## src/design/btrc_ram.sv

```systemverilog
// Generic single-port-write, single-port-read RAM with registered read data.
`timescale 1ns / 1ps
module btrc_ram #(
	parameter int WIDTH = 8,
	parameter int DEPTH = 16
) (
	input  logic                     clk,
	input  logic                     we,
	input  logic [$clog2(DEPTH)-1:0] waddr,
	input  logic [WIDTH-1:0]         wdata,
	input  logic                     re,
	input  logic [$clog2(DEPTH)-1:0] raddr,
	output logic [WIDTH-1:0]         rdata
);

	logic [WIDTH-1:0] mem [DEPTH];

	always_ff @(posedge clk) begin
		if (we) begin
			mem[waddr] <= wdata;
		end
		if (re) begin
			rdata <= mem[raddr];
		end
	end

endmodule

```

## config.mk

```make
export PLATFORM = sky130hd
export DESIGN_NAME = btrc_ram
export DESIGN_NICKNAME = d
export VERILOG_FILES = /design/src/design/btrc_ram.sv
export SDC_FILE = /design/constraint.sdc
export NUM_CORES = 1
export LEC_CHECK = 0
export BUFFER_PORTS_ARGS = -buffer_cell sky130_fd_sc_hd__buf_2
export CORE_ASPECT_RATIO = 0.5
export CORE_UTILIZATION = 50
export DETAILED_ROUTE_END_ITERATION = 10
export PLACE_DENSITY = 0.74
export SYNTH_ARGS = -nofsm -noshare
export SYNTH_HDL_FRONTEND = slang
export SYNTH_SLANG_ARGS = --single-unit
export TNS_END_PERCENT = 20
```

## constraint.sdc

```tcl
create_clock -name clk -period 1.9 [get_ports clk]
set_input_delay 0.285 -clock clk [delete_from_list [all_inputs] [get_ports clk]]
set_output_delay 0.285 -clock clk [all_outputs]
set_load 0.01 [all_outputs]
```

* Yosys cells after proc, flatten, opt, wreduce, memory -nomap -nowiden
Memory sizes are Yosys's and may differ from the RTL's. A register that Yosys moved wholly into a read port is not among the register bits. Index checks and enable logic that the tools add are counted.
Storage, ports and cells: input port bits 19, output and inout bits 8, RAM bits 128, register bits after elaboration 0, word-level logic and storage cells 3, memories kept 1
Memories:
- mem | depth 16, width 8, read ports 1, clocked after Yosys merged registers in 1, wr ports 1, line 16 | logic [WIDTH-1:0] mem [DEPTH];
Cells by class: mux-type cells 2
Operators by type and width (count):
- $mux 1 | 2

* Depth between registers and ports, before layout
word-level depth 2, mapped depth 5, depth with buffers taken out 3

* Worst setup path before layout
Ideal clock, no wire load.
path type input to register, start in waddr[2], end mem mem[0][0] (enable), stages on the path 2, library setup time 383 ps, required time 1517 ps, buffers on the path 0, arrival 1395 ps, slack 122 ps, path through or3b_2 > nor3_1
RTL lines:
- start, declared | line 9 | input logic [$clog2(DEPTH)-1:0] waddr,
- end, declared | line 16
Straight into the memory's write port.

==> impl_metrics.ini <==
[status]
status = complete, no violations

[pwr]
power_density_nw_per_um2 = 1050
p_leak_nw = 2.08
peakVddDrop_mv = 0.586

[grt]
antenna_found_initial = 0
grt_pass1_vias = 2492
grt_pass1_wl_microns = 15500
grt_util_all_layers = 0.211
grt_max_degree = 33
grt_overflow = 0

[yosys]
synth.ff_latch_count = 136
syn_area_sq_um = 5230
yosysSeqAreaShare = 0.781
ys_warn_count = 0
yosysTopAreaCellShare = 0.781
yosys-top-cells-area = edfxtp_1 (78%), mux4_2 (7.8%), mux4_1 (7.0%)
synth_edf_count = 136
synth_cell_types = 18
ys.flop_type = edfxtp_1
async_flop_share = 0
yosysMostFrequentCell = edfxtp_1
syn-instance-count = 229
yosys.area.top_type = edfxtp_1
synthesis.nets = 248
synthTopCellsByCount = edfxtp_1 (136), mux4_2 (18), a22oi_1 (16)
syn_area_per_cell_sq_um = 22.8

[clock_tree]
hold_buffers = 0
cts_buffers = 17
cts_tree = yes
clk_pin_slew_worst_paths_ps = 60
cts.sinks = 136
clkLatencyLatePin_ps = 410
htree_levels = 4
post_cts_buffers = 0
cts.repair.resized = 0
clk_path_buf_depth = 2
root_buffer = clkbuf_16

[worst_setup_path]
worstRegToRegCells = 3
r2r-start = mem[1][1]
arrival_ps = 1740
reg2reg_slack_ps = 310
startpoint_type = flop
slowest_stage = mux4_1
path_buf_inv = 0
r2r-end = rdata[1]
worstSetupPathType = flop to flop
path_cells = mux4_1 -> a22oi_1 -> nand2_1
crit_fanout = 1
cpPeakStageDelay_ps = 530
crit_family = multiplexers
worstPathRequired_ps = 2050
crit_path_end_kind = flop

[floorplanning]
ios = 27
start_util = 0.534
rows = 25
coreArea_sq_um = 9790
die_w_microns = 147
die_h_microns = 74.3
dieArea_sq_um = 10900

[timing]
fmaxAchievable_ghz = 0.628
drv_slew = 0
tns_ps = 0
maxSlewHeadroom = 0.712
setup_slack_ps = 307
tightest_slew_ps = 432
min_period_ps = 1590
finClkSkew_ps = 7.09
setup_viol = 0
holdWs_ps = 269
finalCritPeriodShare = 0.839
grt_setup_unrepaired = no
hold_viol_final = 0

[placed_design]
gp_congestion = 0.786
place_area_sq_um = 5660
dp_slack_ps = -25.2
io_buffers = 26
dp_hpwl_microns = 6360

[finish]
fillers = 626
n_antenna_cell = 0
design_area_sq_um = 6130
fin_nets = 305
drive_above_1_share = 0.297
syn2layout_area_growth_pct = 17.3

[routing]
ant_nets = 0
remaining_drc_errors = 0
dr.pass1.iters = 4
wl_microns = 10300
drtIter0Drc = 231
wl_per_cell_microns = 23.9
num_vias = 2537
viasPerCell = 5.89

[worst_hold_path]
hold-path-cell-count = 1
hp-class = primary input to flop
hold_end = mem[5][6]
min_from = wdata[6]

[flow_run]
cap_violations = 0
[worst max path at each step]
stage | start | endpoint | slack, ps | depth (start not counted)
detailed placement | raddr[0] | rdata[1] | -30 | 5
global route | mem[1][1] | rdata[1] | 270 | 3
global placement | raddr[0] | rdata[4] | 30 | 5
finish | mem[1][1] | rdata[1] | 310 | 3
floorplan | waddr[2] | mem[0][0] | 120 | 2
CTS | mem[1][1] | rdata[1] | 300 | 3
[report_power, final]
part | internal, mW | leakage [nW] | switching [mW]
combinational | 0.142 | 0.607 | 0.187
clock | 1.61 | 0.236 | 1.07
sequential | 3.38 | 1.24 | 0.0204
[cells in the final DEF (no fill, tap or decap), types with 2 or more instances in the layout]
cell type	count
clkbuf_1	4
clkinv_2	4
nor2_1	13
clkinv_1	4
edfxtp_1	136
a22oi_1	16
buf_2	26
nand2b_1	2
mux4_1	14
mux4_2	18
nand3b_1	2
buf_12	4
clkbuf_16	17
nand2_1	9
nor3_1	4
buf_4	18
[flip-flops by register name (all words and copies together), names as in the netlist]
register	cells
mem	128
rdata	8
[layer usage]
layer / track usage / share of wire / vias to the layer above
li1: - / - / 1093
met1: 0.299 / 0.45 / 1317
met2: 0.315 / 0.45 / 118
met3: 0.0638 / 0.081 / 9
met4: 0.0799 / 0.010 / 0
met5: 0 / 0 / -
[logic make-up after synthesis]
logic type	synth area share
buffers and inverters	0.0165
DFF	0.781
and+or+nand+nor	0.0314
muxes	0.148
AOI/OAI and AO/OA	0.0230
[stage by stage]
step	utilization	total power, mW	std cells
finish	0.626	6.42	431
global route	0.626	6.60	431
CTS	0.626	6.45	431
detailed placement	0.578	3.79	402
global placement	0.578	3.78	402
floorplan	-	3.63	229
[layout make-up]
cell class	instances	area [sq um]	area share
clock buffer	21	440	0.0718
clock inverter	8	35.0	0.00571
multi-input combinational	83	1060	0.172
sequential	136	4080	0.666
tap	135	169	0.0276
timing repair buffer	48	345	0.0563
[worst register-to-register path, stage by stage (launching register included)]
cell,delay [ps]
edfxtp_1,400
mux4_1,530
a22oi_1,300
nand2_1,100
Power figures use the tool's default switching activity.
