===== src/design/btrc_pkg.sv =====
// Package: types, codes and sizes of the bus trace replay checker.
`timescale 1ns / 1ps
package btrc_pkg;

	localparam int EVENT_DEPTH = 1024;
	localparam int AW          = $clog2(EVENT_DEPTH);
	localparam int CNT_W       = $clog2(EVENT_DEPTH + 1);

	localparam logic [1:0] ACT_APPEND = 2'd0;
	localparam logic [1:0] ACT_READ   = 2'd1;
	localparam logic [1:0] ACT_WRITE  = 2'd2;
	localparam logic [1:0] ACT_POLL   = 2'd3;

	localparam logic [1:0] KIND_READ  = 2'd0;
	localparam logic [1:0] KIND_WRITE = 2'd1;
	localparam logic [1:0] KIND_IRQ   = 2'd2;
	localparam logic [1:0] KIND_STOP  = 2'd3;

	localparam logic [2:0] STAT_OK        = 3'd0;
	localparam logic [2:0] STAT_PAST_END  = 3'd1;
	localparam logic [2:0] STAT_STOP      = 3'd2;
	localparam logic [2:0] STAT_KIND      = 3'd3;
	localparam logic [2:0] STAT_MISMATCH  = 3'd4;
	localparam logic [2:0] STAT_UNCHECKED = 3'd5;
	localparam logic [2:0] STAT_NO_IRQ    = 3'd6;
	localparam logic [2:0] STAT_FULL      = 3'd7;

	typedef enum logic {
		S_IDLE,
		S_EXEC
	} state_t;

	typedef struct packed {
		logic [1:0]  action;
		logic        restart;
		logic [1:0]  event_kind;
		logic [31:0] address;
		logic [31:0] data_value;
		logic [63:0] stamp;
	} req_t;

	typedef struct packed {
		logic [31:0]      read_data;
		logic             irq_valid;
		logic [2:0]       status;
		logic             diverged;
		logic [2:0]       first_divergence;
		logic [CNT_W-1:0] divergence_index;
		logic [63:0]      current_time;
		logic [CNT_W-1:0] cursor_position;
	} rsp_t;

	// One stored trace event, one memory word.
	typedef struct packed {
		logic [1:0]  kind;
		logic [31:0] address;
		logic [31:0] value;
		logic [63:0] stamp;
	} entry_t;

	// Decision of the match unit for the request in flight.
	typedef struct packed {
		logic [2:0]  status;
		logic        do_write;
		logic        consume;
		logic        latch;
		logic        irq_valid;
		logic [31:0] read_data;
	} match_t;

endpackage


===== src/design/btrc_match.sv =====
// Match unit: compares a request with the trace event at the cursor.
`timescale 1ns / 1ps
module btrc_match import btrc_pkg::*; (
	input  req_t             req,
	input  entry_t           entry,
	input  logic [CNT_W-1:0] cursor,
	input  logic [CNT_W-1:0] count_base,
	input  logic             check_writes,
	output match_t           m
);

	logic       past_end;
	logic [1:0] want_kind;
	logic       is_write;

	assign past_end  = (cursor >= count_base);
	assign is_write  = (req.action == ACT_WRITE);
	assign want_kind = is_write ? KIND_WRITE : KIND_READ;

	always_comb begin
		m = '0;
		unique case (req.action)
			ACT_APPEND: begin
				if (count_base >= CNT_W'(EVENT_DEPTH)) begin
					m.status = STAT_FULL;
				end else begin
					m.do_write = 1'b1;
				end
			end
			ACT_READ, ACT_WRITE: begin
				priority if (is_write && !check_writes) begin
					m.status = STAT_UNCHECKED;
				end else if (past_end) begin
					m.status = STAT_PAST_END;
				end else if (entry.kind == KIND_STOP) begin
					m.status = STAT_STOP;
				end else if (entry.kind != want_kind) begin
					m.status = STAT_KIND;
				end else if (entry.address != req.address ||
						(is_write && entry.value != req.data_value)) begin
					m.status = STAT_MISMATCH;
				end else begin
					m.consume   = 1'b1;
					m.read_data = is_write ? 32'd0 : entry.value;
				end
				m.latch = (m.status == STAT_PAST_END) || (m.status == STAT_STOP) ||
					(m.status == STAT_KIND) || (m.status == STAT_MISMATCH);
			end
			ACT_POLL: begin
				if (!past_end && entry.kind == KIND_IRQ) begin
					m.consume   = 1'b1;
					m.irq_valid = 1'b1;
					m.read_data = entry.address;
				end else begin
					m.status = STAT_NO_IRQ;
				end
			end
			default: m = '0;
		endcase
	end

endmodule


===== config.mk =====
export PLATFORM = sky130hd
export DESIGN_NAME = btrc_match
export DESIGN_NICKNAME = d
export VERILOG_FILES = /design/src/design/btrc_pkg.sv /design/src/design/btrc_match.sv
export SDC_FILE = /design/constraint.sdc
export NUM_CORES = 1
export LEC_CHECK = 0
export ABC_AREA = 1
export BUFFER_PORTS_ARGS = -buffer_cell sky130_fd_sc_hd__clkbuf_2
export CAP_MARGIN = 15
export CORE_AREA = 4 4 123 125
export DETAILED_ROUTE_END_ITERATION = 8
export DIE_AREA = 0 0 127 129
export SLEW_MARGIN = 40
export SYNTH_ARGS = -nofsm -noshare
export SYNTH_HDL_FRONTEND = slang
export SYNTH_SLANG_ARGS = --single-unit

===== constraint.sdc =====
create_clock -name vclk -period 4.2
set_clock_uncertainty 0.1 [all_clocks]
set_input_delay 1.26 -clock vclk [all_inputs]
set_output_delay 1.26 -clock vclk [all_outputs]
set_load 0.005 [all_outputs]

======== Word level (Yosys, flattened, before mapping) ========
Index checks and enable logic that the tools add are counted.
cells by class
  order comparisons ....................... 2
  equality and inequality tests ........... 12
  multiplexer cells ....................... 29
  reduce and logical (&&, ||, !) cells .... 11
operators with widths
  cell                    number
  $mux W32                6
  $ne A32 B32 Y1          2
  $pmux W32 S2            1
  $mux W33                1
  $mux W3                 8
  $ge A11 B11 Y1          1
  $ge A11 B11 Y1 const B  1
  $mux W1                 11
  $pmux W3 S3             1
  $eq A2 B2 Y1 const B    4
  $eq A3 B2 Y1 const B    2
  $logic_or A1 B1 Y1      4
  $eq A3 B1 Y1 const B    1
  $eq A3 B3 Y1 const B    1
  $logic_and A1 B1 Y1     3
  $eq A2 B1 Y1 const B    1
  $logic_not A1 Y1        2
  $logic_not A2 Y1        1
  $ne A2 B1 Y1            1
  $pmux W1 S2             1
  $reduce_or A2 Y1        1
word-level totals
  register bits after elaboration ......... 0

======== Logic depth before layout (Yosys ltp) ========
  word-level depth ........................ 14
  mapped depth ............................ 15

======== Least setup slack after synthesis ========
OpenSTA, ideal clock, no wires.
  path type ............................... input port to output port
  start ................................... input count_base[6]
  end ..................................... output m[10] (netlist bit)
  arrival time ............................ 2.612 ns
  data required time ...................... 2.840 ns
  slack ................................... 0.228 ns
  stages on the path ...................... 13
  buffers on the path ..................... 1
  path through ............................ inv_1 > ha_1 > a21o_1 > nor2_1 > nand2_1 > nand2_1 > nand2_1 > inv_2 > nand2_1 > inv_2 > buf_2 > nand3_1 > a21oi_1
RTL lines
  what                RTL line         text
  start: declaration  btrc_match.sv:7  input logic [CNT_W-1:0] count_base,
  end: declaration    btrc_match.sv:9  output match_t m

==> flow_metrics.py <==
metrics = {
    "logic_synthesis": {
        "syn_avg_cell_area_um2": 5.25,
        "synth.distinct_cells": 26,
        "syn_area_um2": 2310,
        "ys_seq_area_share_pct": 0,
        "syn_nets": 741,
        "yosys_warnings": 0,
        "synth_cells": 441,
    },
    "sta": {
        "hold_ws_ns": 2.74,
        "worst_pin_slew_ns": 0.452,
        "tns_ns": -0.873,
        "min_period_ns": 4.27,
        "fin_crit_sh_pct": 102,
        "setup-violations-final": 17,
        "final_hold_viol_count": 0,
        "slew_headroom_pct": 69.9,
        "maxSlewViolCount": 0,
        "fmax_mhz": 234,
        "rsz0062_at_grt": "yes",
        "setup_slack_ns": -0.0682,
    },
    "global_routing": {
        "grt.met1_usage_pct": 16.7,
        "antenna_found_initial": 1,
        "grt.overflow.total": 0,
        "track_usage_pct": 12.6,
        "grt_busiest_layer": "met2",
        "use_met3_pct": 1.91,
        "grt_use_met2_pct": 22.5,
        "grt_pass1_vias": 3343,
        "grt_max_degree": 33,
        "grt_pass1_wl_um": 16800,
    },
    "route": {
        "wl_per_cell_um": 14.1,
        "num_vias": 3503,
        "drt_iter0_markers": 121,
        "first_pass_iters": 4,
        "drc": 0,
        "routed_wl_um": 11700,
        "ant_nets": 0,
        "viasPerCell": 4.24,
    },
    "worst_hold_path": {
        "worstHoldPathType": "input port to output port",
    },
    "floorplanning": {
        "dieArea_um2": 16400,
        "pin_count": 325,
        "core.rowCount": 43,
        "core_area_um2": 13900,
        "fp.dieH_um": 129,
        "die_w_um": 127,
        "initial_core_util_pct": 16.7,
    },
    "power_and_ir_drop": {
        "leakagePower_nw": 2.22,
        "p_per_area_nw_per_um2": 90.0,
        "peakVddDrop_mv": 0.0312,
    },
    "placed_design": {
        "io_buffers": 194,
        "hpwlAfterDp_um": 9650,
        "place.gp.congestion": 0.849,
        "dp_slack_ns": -0.269,
    },
    "status": {
        "violations": "setup timing",
        "outcome": "complete, but fails checks",
    },
    "final_layout": {
        "design.seq.count": 0,
        "area_growth_pct": 79.9,
        "clkbuf_count": 0,
        "final_util_pct": 30.0,
        "seq_area_um2": 0,
        "nNetsFinal": 948,
        "layout_commonest_cell": "clkbuf_2",
        "num_antenna_cells": 0,
        "most-common-layout-cells": "158 x clkbuf_2, 89 x nand2_1, 63 x nor2_1",
        "drive_gt1_share_pct": 48.1,
    },
    "job": {
        "maxCapViolations": 0,
    },
    "setup_path": {
        "cp.arrival_ns": 2.91,
        "crit_fanout": 8,
        "path_class": "input port to output port",
        "cp_data_required_time_ns": 2.84,
        "worst_setup_path_start_kind": "input port",
        "endpoint_kind": "output port",
    },
    "clocking": {
        "ctsHoldBuffers": 0,
    },
}
-- timing repair --
action                                  in CTS  in global routing
setup buffers                                1                  3
pin swaps                                   16                 59
endpoints found under the setup margin      34                 38
gates resized for setup                     32                 87
cloned                                       2                  2
-- metrics by stage --
step / std cells / cell area, um^2 / power [W]
4_1_cts: 821 / 3840 / 0.000339
3_5_place_dp: 818 / 3680 / 0.000322
3_3_place_gp: 818 / 3680 / 0.000318
2_1_floorplan: 441 / 2310 / 0.000156
5_1_grt: 826 / 4160 / 0.000417
6_report: 826 / 4160 / 0.000375
-- worst max-delay path, cell delays in order --
cell,delay (ns)
buf_6,0.09
inv_4,0.04
ha_4,0.19
a21oi_2,0.13
o21ai_2,0.07
nand2_1,0.06
nand2_1,0.05
nand2_1,0.07
nand2_2,0.08
nor2_4,0.13
buf_12,0.13
buf_12,0.10
clkbuf_16,0.14
nand4_1,0.09
a21oi_2,0.13
buf_2,0.13
-- cells in the mapped netlist (all sizes together) --
library cell	count	area, um^2
clkbuf	7	26.3
nand3	33	165
nor3	3	15.0
o21a	1	7.51
a31oi	1	6.26
a21o	1	7.51
ha	14	175
nand2	97	367
nor2	74	307
buf	16	115
inv	67	251
nand4	33	206
o21ai	3	15.0
xnor2	23	201
clkinv	1	3.75
a21oi	38	190
xor2	29	254
-- power by group --
group          leakage [nW]  internal, W  switching [W]
clock                     0            0              0
sequential                0            0              0
combinational          2.22     0.000182       0.000193
-- per-layer routing --
layer | share of wire [%] | wire length (um)
met5 | 0.11 | 13
met4 | 1.8 | 206
met1 | 43 | 5000
met2 | 48 | 5550
met3 | 7.6 | 881
-- layout make-up --
| cell class | count | area, um^2 |
|---|---|---|
| fill | 1584 | 9720 |
| multi-input combinational | 350 | 2200 |
| timing repair buffer | 227 | 1460 |
| tap | 180 | 225 |
| timing repair inverter | 1 | 7.51 |
| inverter | 68 | 270 |
-- cells by family after synthesis --
logic type,Yosys count,share of synthesized area [%]
simple gates,240,45.8
buf+inv,91,17.1
xor+xnor,52,19.7
compound gates,44,9.79
fa+ha+maj,14,7.57
-- path summary, 6_finish.rpt --
| path | slack, ns | cells past startpoint | from | endpoint |
|---|---|---|---|---|
| max | -0.07 | 16 | count_base[2] | m[22] |
| min | 2.74 | 4 | count_base[10] | m[35] |
Power figures use the tool's default switching activity.
